[config.mk]
export PLATFORM = sky130hd
export DESIGN_NAME = cmw_offset
export DESIGN_NICKNAME = d
export VERILOG_FILES = /design/src/hw/rtl/cmw_pkg.sv /design/src/hw/rtl/cmw_offset.sv
export SDC_FILE = /design/constraint.sdc
export NUM_CORES = 2
export LEC_CHECK = 0
export ABC_AREA = 1
export BUFFER_PORTS_ARGS = -buffer_cell sky130_fd_sc_hd__buf_4
export CAP_MARGIN = 5
export CORE_MARGIN = 3
export CORE_UTILIZATION = 60
export CTS_BUF_LIST = sky130_fd_sc_hd__clkbuf_4
export DETAILED_ROUTE_END_ITERATION = 8
export PLACE_DENSITY_LB_ADDON = 0.2
export RECOVER_POWER = 100
export SLEW_MARGIN = 20
export SYNTH_ARGS = -nofsm -noshare
export SYNTH_HDL_FRONTEND = slang
export SYNTH_SLANG_ARGS = --single-unit
[constraint.sdc]
create_clock -name aclk -period 10.5 [get_ports aclk]
set_input_delay 0.525 -clock aclk [delete_from_list [all_inputs] [get_ports aclk]]
set_output_delay 0.525 -clock aclk [all_outputs]
set_load 0.005 [all_outputs]
[src/hw/rtl/cmw_pkg.sv]
// Shared constants, types and helper functions for the column melt warp block.
package cmw_pkg;

    // Frame geometry and storage.
    localparam int MAX_COLS = 128;
    localparam int MAX_ROWS = 64;
    localparam int CELLS    = MAX_COLS * MAX_ROWS;
    localparam int ADDR_W   = $clog2(CELLS);

    // Field widths.
    localparam int COL_W      = 7;
    localparam int ROW_W      = 6;
    localparam int CHAR_W     = 8;
    localparam int CELL_W     = 2 * CHAR_W;
    localparam int COLS_CFG_W = 8;
    localparam int ROWS_CFG_W = 7;
    localparam int MELT_W     = 16;

    // Stream payload widths, padded to whole bytes.
    localparam int IN_FIELDS_W = COL_W + ROW_W + 2 * CHAR_W;
    localparam int IN_DATA_W   = ((IN_FIELDS_W + 7) / 8) * 8;
    localparam int OUT_DATA_W  = CELL_W;

    // Configuration port.
    localparam int CFG_IDX_W  = 2;
    localparam int CFG_DATA_W = 16;
    localparam logic [CFG_IDX_W-1:0] CFG_COLS = 2'd0;
    localparam logic [CFG_IDX_W-1:0] CFG_ROWS = 2'd1;
    localparam logic [CFG_IDX_W-1:0] CFG_MELT = 2'd2;

    localparam logic [COLS_CFG_W-1:0] COLS_RESET = 8'd80;
    localparam logic [ROWS_CFG_W-1:0] ROWS_RESET = 7'd25;
    localparam logic [MELT_W-1:0]     MELT_RESET = 16'd0;

    // Item kinds carried in tuser.
    localparam logic FUNC_WRITE = 1'b0;
    localparam logic FUNC_READ  = 1'b1;

    // Vacated cell contents.
    localparam logic [CHAR_W-1:0] BLANK_GLYPH = 8'h20;
    localparam logic [CHAR_W-1:0] DESK_ATTR   = 8'h08;
    localparam logic [CELL_W-1:0] BLANK_CELL  = {DESK_ATTR, BLANK_GLYPH};

    // Low 24 bits of the golden-ratio hash multiplier; only hash bits 23..16 are used.
    localparam logic [23:0] HASH_MULT_LO = 24'h3779B1;

    // Q16 constants for speed and fall.
    localparam logic [15:0] Q_BASE_SPEED = 16'd29491;
    localparam logic [15:0] Q_SPAN_SPEED = 16'd36044;
    localparam logic [15:0] Q_BASE_FALL  = 16'd13107;
    localparam logic [15:0] Q_SPAN_FALL  = 16'd52428;

    // Offset unit sizing: a Q16 depth of at most 1.0 needs 17 quotient bits.
    localparam int Q_ONE_W   = 17;
    localparam int DIV_STEPS = Q_ONE_W;
    localparam int STEP_W    = $clog2(DIV_STEPS);
    localparam int OFF_W     = 10;

    // Request to and response from the offset unit.
    typedef struct packed {
        logic             start;
        logic [COL_W-1:0] col;
        logic [ROW_W-1:0] row;
    } cmw_off_req_t;

    typedef struct packed {
        logic             done;
        logic [OFF_W-1:0] off;
    } cmw_off_rsp_t;

    // True when a coordinate lies inside the frame in use.
    function automatic logic in_frame(input logic [COL_W-1:0]      col,
                                      input logic [ROW_W-1:0]      row,
                                      input logic [COLS_CFG_W-1:0] cols,
                                      input logic [ROWS_CFG_W-1:0] rows);
        return (32'(col) < 32'(cols)) && (32'(row) < 32'(rows)) &&
               (32'(col) < MAX_COLS) && (32'(row) < MAX_ROWS);
    endfunction

    // Storage address with a fixed stride of MAX_COLS.
    function automatic logic [ADDR_W-1:0] cell_addr(input logic [COL_W-1:0] col,
                                                    input logic [ROW_W-1:0] row);
        return ADDR_W'(row) * ADDR_W'(MAX_COLS) + ADDR_W'(col);
    endfunction

endpackage

[src/hw/rtl/cmw_offset.sv]
// Melt offset unit: column hash speed, bit-serial depth divider and the Q16 products.
module cmw_offset import cmw_pkg::*; (
    input  logic                  aclk,
    input  logic                  aresetn,
    input  cmw_off_req_t          req,
    input  logic [ROWS_CFG_W-1:0] rows_in_use,
    input  logic [MELT_W-1:0]     melt_amount,
    output cmw_off_rsp_t          rsp
);

    typedef enum logic [2:0] {
        O_IDLE,
        O_DIV,
        O_SQ,
        O_FALL,
        O_PROD
    } ostate_t;

    ostate_t              state_reg;
    logic                 done_reg;
    logic [STEP_W-1:0]    step_reg;
    logic [7:0]           hb_reg;
    logic [15:0]          spd_reg;
    logic [31:0]          ms_reg;
    logic [ROWS_CFG_W-1:0] divisor_reg;
    logic [ROWS_CFG_W-1:0] rem_reg;
    logic [Q_ONE_W-1:0]   num_reg;
    logic [Q_ONE_W-1:0]   quo_reg;
    logic [Q_ONE_W-1:0]   dsq_reg;
    logic [15:0]          fall_reg;
    logic [OFF_W-1:0]     off_reg;

    logic [23:0]           hprod;
    logic [ROWS_CFG_W-1:0] hm1;
    logic [16:0]           hashq;
    logic [32:0]           spd_prod;
    logic [15:0]           spd_next;
    logic [ROWS_CFG_W:0]   trial;
    logic                  ge;
    logic [ROWS_CFG_W-1:0] rem_next;
    logic [33:0]           sq_prod;
    logic [Q_ONE_W-1:0]    dsq_next;
    logic [32:0]           fall_prod;
    logic [15:0]           fall_next;
    logic [47:0]           off_prod;
    logic [OFF_W-1:0]      off_next;

    // Column hash: bits 23..16 of the column times the golden-ratio multiplier.
    assign hprod = 24'(req.col) * HASH_MULT_LO;

    // Divisor is the frame height minus one, never below one.
    assign hm1 = (rows_in_use > 7'd1) ? (rows_in_use - 7'd1) : 7'd1;

    // hb * 65536 / 255 equals hb * 257 plus one when hb is 255.
    assign hashq    = 17'({hb_reg, hb_reg}) + 17'(hb_reg == 8'hFF);
    assign spd_prod = 33'(Q_SPAN_SPEED) * 33'(hashq);
    assign spd_next = Q_BASE_SPEED + spd_prod[31:16];

    // One restoring division step per cycle.
    assign trial    = {rem_reg, num_reg[Q_ONE_W-1]};
    assign ge       = trial >= {1'b0, divisor_reg};
    assign rem_next = ge ? ROWS_CFG_W'(trial - {1'b0, divisor_reg}) : trial[ROWS_CFG_W-1:0];

    // Depth squared, fall, and the final product.
    assign sq_prod   = 34'(quo_reg) * 34'(quo_reg);
    assign dsq_next  = sq_prod[32:16];
    assign fall_prod = 33'(Q_SPAN_FALL) * 33'(dsq_reg);
    assign fall_next = Q_BASE_FALL + fall_prod[31:16];
    assign off_prod  = 48'(ms_reg) * 48'(fall_reg);
    assign off_next  = off_prod[47:38];

    // Sequencer and datapath registers.
    always_ff @(posedge aclk) begin
        if (!aresetn) begin
            state_reg <= O_IDLE;
            done_reg  <= 1'b0;
        end else begin
            // The offset is ready for one cycle after the final product.
            done_reg <= (state_reg == O_PROD);
            case (state_reg)
                O_IDLE: begin
                    if (req.start) begin
                        // The row is at most the divisor inside the frame, so the
                        // quotient bits above Q16 are zero and row / 2 is the remainder.
                        hb_reg      <= hprod[23:16];
                        divisor_reg <= hm1;
                        rem_reg     <= ROWS_CFG_W'(req.row >> 1);
                        num_reg     <= {req.row[0], {(Q_ONE_W-1){1'b0}}};
                        quo_reg     <= '0;
                        step_reg    <= '0;
                        state_reg   <= O_DIV;
                    end
                end
                O_DIV: begin
                    // Speed and melt times speed settle while the divider runs.
                    spd_reg  <= spd_next;
                    ms_reg   <= 32'(melt_amount) * 32'(spd_reg);
                    rem_reg  <= rem_next;
                    num_reg  <= {num_reg[Q_ONE_W-2:0], 1'b0};
                    quo_reg  <= {quo_reg[Q_ONE_W-2:0], ge};
                    step_reg <= step_reg + 1'b1;
                    if (step_reg == STEP_W'(DIV_STEPS - 1)) begin
                        state_reg <= O_SQ;
                    end
                end
                O_SQ: begin
                    dsq_reg   <= dsq_next;
                    state_reg <= O_FALL;
                end
                O_FALL: begin
                    fall_reg  <= fall_next;
                    state_reg <= O_PROD;
                end
                O_PROD: begin
                    off_reg   <= off_next;
                    state_reg <= O_IDLE;
                end
                default: begin
                    state_reg <= O_IDLE;
                end
            endcase
        end
    end

    assign rsp.done = done_reg;
    assign rsp.off  = off_reg;

endmodule

---- After elaboration in Yosys (flattened, before gate mapping) ----
Index checks and enable logic that the tools add are counted.
word-level totals
  output and inout bits ................... 11
  word-level logic and storage cells ...... 56
  bits in registers ....................... 156
  input bits .............................. 39
cells by class
  reduce and logical (&&, ||, !) cells .... 9
  eq/ne operators ......................... 8
  add/subtract/negate cells ............... 6
  order comparisons ....................... 2
  mux-type cells .......................... 12
  multiply operators ...................... 6
operator list
  cell                                                           number
  case mux 17 bit (2 select lines)                               2
  multiplier 14 x 17 -> 30 bit, first input constant             2
  multiplier 32 x 16 -> 48 bit                                   1
  two-way mux 17 bit                                             2
  multiplier 17 x 17 -> 33 bit                                   1
  multiplier 16 x 16 -> 32 bit                                   1
  multiplier 7 x 22 -> 24 bit, second input constant             1
  adder 16 x 1 -> 17 bit                                         1
  adder 14 x 16 -> 16 bit, first input constant                  1
  adder 15 x 16 -> 16 bit, first input constant                  1
  two-way mux 7 bit                                              2
  case mux 7 bit (2 select lines)                                1
  case mux 3 bit (4 select lines)                                1
  case mux 5 bit (2 select lines)                                1
  AND reduction 2 bit                                            5
  == test 8 bit, second input constant                           1
  greater-or-equal comparator 8 x 7 -> 1 bit                     1
  greater-than comparator 7 x 1 -> 1 bit, second input constant  1
  subtractor 7 x 1 -> 7 bit, second input constant               1
  subtractor 7 bit                                               1
  == test 3 x 2 -> 1 bit, second input constant                  2
  two-way mux 3 bit                                              2
  AND reduction 3 bit                                            2
  adder 5 x 1 -> 5 bit, second input constant                    1
  other kinds (7)                                                8

---- Depth between registers and ports, before layout ----
  depth in word-level cells ............... 4
  mapped depth ............................ 42
  mapped depth without buffers ............ 41

---- Worst setup path after synthesis ----
No wires, ideal clock.
  kind .................................... register to register
  start ................................... reg hb_reg[4]
  end ..................................... reg spd_reg[12] (data pin)
  path slack .............................. 4.070 ns
  data required time ...................... 10.248 ns
  clock period less this slack ............ 6.430 ns
  library setup time ...................... 0.252 ns
  cell stages (with the launch flop) ...... 39
  arrival time ............................ 6.178 ns
  cells stage by stage .................... edfxtp_1 > buf_4 > nand2_1 > nor2_1 > nand4_1 > inv_1 > ha_1 > ha_1 > nand2_1 > nor2_1 > xor2_1 > ha_1 > inv_1 > fa_1 > inv_1 > fa_1 > fa_1 > inv_1 > [3 not listed] > nand2_1 > inv_1 > nand2_1 > nand2_1 > inv_1 > nand2_1 > inv_1 > nand2_1 > nand2_1 > nand2_1 > ha_1 > nand3b_2 > nand3_2 > nand2_1 > nand2_1 > nand2_1 > nand2_1 > nand2_1
between the ends
  cells in the longest elaborated chain, start to end .. 4
ends and longest elaborated chain
  element                         RTL line          source
  from (decl)                     cmw_offset.sv:22  logic [7:0] hb_reg;
  from (signal assigned)          cmw_offset.sv:85  hb_reg <= hprod[23:16];
  == test 8 bit                   cmw_offset.sv:55  assign hashq = 17'({hb_reg, hb_reg}) + 17'(hb_reg == 8'hFF);
  adder 16 x 1 -> 17 bit *        cmw_offset.sv:55
  multiplier 14 x 17 -> 30 bit *  cmw_offset.sv:56  assign spd_prod = 33'(Q_SPAN_SPEED) * 33'(hashq);
  adder 15 x 16 -> 16 bit *       cmw_offset.sv:57  assign spd_next = Q_BASE_SPEED + spd_prod[31:16];
  via spd_next[12]                cmw_offset.sv:37  logic [15:0] spd_next;
  to (signal assigned)            cmw_offset.sv:96  spd_reg <= spd_next;
  to (decl)                       cmw_offset.sv:23  logic [15:0] spd_reg;
The timed path passes the listed nets; every way through them passes the cells marked *.
A chain may end at the register's enable or synchronous reset.

---- Worst setup path in the final report ----
  start ................................... reg hb_reg[4]
  end ..................................... reg spd_reg[15] (data pin)
The elaborated chain is that of the path after synthesis.

==> impl_metrics.tcl <==
set metrics [dict create \
    async_reset_ff_frac 0 \
    drt_iter0_markers 1981 \
    cts_sinks 140 \
    clk_latency_ns 0.81 \
    yosysWarnings 0 \
    cts-root-buf "clkbuf_4" \
    cts-resized-gates 0 \
    start_util 0.612 \
    crit_required_ns 11.05 \
    synth_area_um2 50700 \
    crit_buf_inv 6 \
    grt_pass1_wl_mm 197 \
    rsz0062_at_grt "no" \
    drtPass1Iterations 6 \
    htreeDepth 4 \
    post_drt_wl_per_cell_um 15.6 \
    slew_viol_final 84 \
    finalCritPeriodShare 0.726 \
    slowest_stage "xor2_1" \
    cp-start-kind "register" \
    worst_ep_arrival_time_ns 8.17 \
    max_stage_delay_ns 0.75 \
    rows 105 \
    setup_viol 0 \
    layout_common_cells "inv_1, nand2_1, fa_1, ha_1, nor2_1" \
    synthCells 6342 \
    clk_pin_slew_ns 0.15 \
    layout.nets 7865 \
    crit_type "register to register" \
    io_buffers 49 \
    antenna_found_initial 2 \
    timing.fmax_ghz 0.131 \
    nFillCells 7353 \
    skew_ns 0.0629 \
    ys_ff_latch 140 \
    die_y_um 297 \
    maxCapViolations 2 \
    ios 50 \
    crit_path_frequent_cell "nand2_1" \
    relSlewSlack -0.932 \
    hold_path_class "input pin to register" \
    synth_flop_cell "edfxtp_1" \
    syn2layout_area_growth_pct 2.79 \
    cts_tree "done" \
    status "complete, but fails checks" \
    post-route-drc-count 0 \
    synth_nets 7978 \
    die_area_um2 88100 \
    drtAntennaViolNets 0 \
    clock_path_buffers 2 \
    drive_above_1_share 0.0245 \
    dp_hpwl_mm 97.7 \
    finalHoldViolations 0 \
    grt_pass1_vias 41200 \
    gr-usage-all-layers 0.273 \
    synth_edf_count 136 \
    synth.avg_cell_area_um2 8.00 \
    violations "max-capacitance violations, max-slew violations" \
    grt_remaining_overflow 0 \
    place.gp.congestion 0.963 \
    crit_path_max_fanout 9 \
    worst_pin_slew_ns 2.90 \
    cp-end-kind "register" \
    wl_mm 115 \
    yosysUniqueCellTypes 53 \
    grt_max_degree 49 \
    ys_seq_area_frac 0.0821 \
    num_vias 38600 \
    critical_path.top_delay_family "adder cells" \
    fp.dieW_um 297 \
    final_common_cell "inv_1" \
    setup_tns_ns 0 \
    fin_crit_ns 7.62 \
    tritoncts.num_buffers 17 \
    vias_per_cell 5.23 \
    largest_reg_flops 32 \
    core_area_um2 82900 \
]
[per-stage QoR]
step	instance area, um2	utilization	hold slack [ns]	instances	setup slack (ns)
finish	52100	0.629	0.0737	7372	2.88
global placement	51900	0.626	0.516	7326	3.09
CTS	52200	0.630	0.00892	7365	2.95
detailed placement	51900	0.626	0.518	7326	2.95
global route	52100	0.629	0.0339	7369	2.23
floorplan	50700	-	0.471	6342	4.07
[cell families after synthesis]
kind of cell | count (synthesis) | share of synthesized area
adders and majority gates | 1597 | 0.538
buffers and inverters | 2003 | 0.148
DFF | 140 | 0.0821
xor gates and xnor gates | 126 | 0.0219
AOI/OAI and AO/OA | 394 | 0.0436
and+or+nand+nor | 2082 | 0.166
[metal layers]
| layer | global-route usage | vias to the layer above | wire [um] |
|---|---|---|---|
| li1 | - | 18400 | - |
| met1 | 0.350 | 18900 | 47900 |
| met2 | 0.486 | 1032 | 58200 |
| met3 | 0.0290 | 214 | 5650 |
| met4 | 0.0856 | 0 | 3140 |
| met5 | 0 | - | 0 |
[worst min-delay path, delay by kind of cell]
family,cells,cell delay [ns]
and+or+nand+nor,1,0.07
buffers and inverters,1,0.09
xor gates and xnor gates,1,0.05
[cells in the mapped netlist, drive strengths merged (31+ instances only)]
cell / count / area share
inv: 1788 / 0.13
nand2: 1569 / 0.12
fa: 972 / 0.38
ha: 625 / 0.15
nor2: 272 / 0.022
clkbuf: 209 / 0.015
a21oi: 197 / 0.020
edfxtp: 136 / 0.081
nand3: 129 / 0.013
o21ai: 107 / 0.011
xor2: 80 / 0.014
nand4: 46 / 0.0058
xnor2: 46 / 0.0079
nor3: 31 / 0.0034
[timing repair]
action,in CTS,in global routing
hold buffers,7,0
endpoints found under the hold margin,7,0
buffers inserted,0,0
[area by class of cell]
type                    instances  area [um2]  area share
clock buffers                  18         135     0.00259
flip-flops and latches        140        4160      0.0799
clock inverters                14         136     0.00262
multi-input cells            4199       39000       0.748
diodes                          7        17.5    0.000336
repair buffers                 83         573      0.0110
inverters                    1788        6710       0.129
well taps                    1123        1410      0.0270
[worst paths after layout]
kind / start / end / slack [ns] / depth (start not counted)
min reg2reg: state_reg[2] / done_reg / 0.54 / 2
max: hb_reg[4] / spd_reg[15] / 2.88 / 32
max reg2reg: hb_reg[4] / spd_reg[15] / 2.88 / 32
min: rows_in_use[6] / divisor_reg[6] / 0.07 / 3
Power is left out: the tool's default activity adds up to more than one toggle a clock period on the data nets, which glitch-free logic cannot reach.
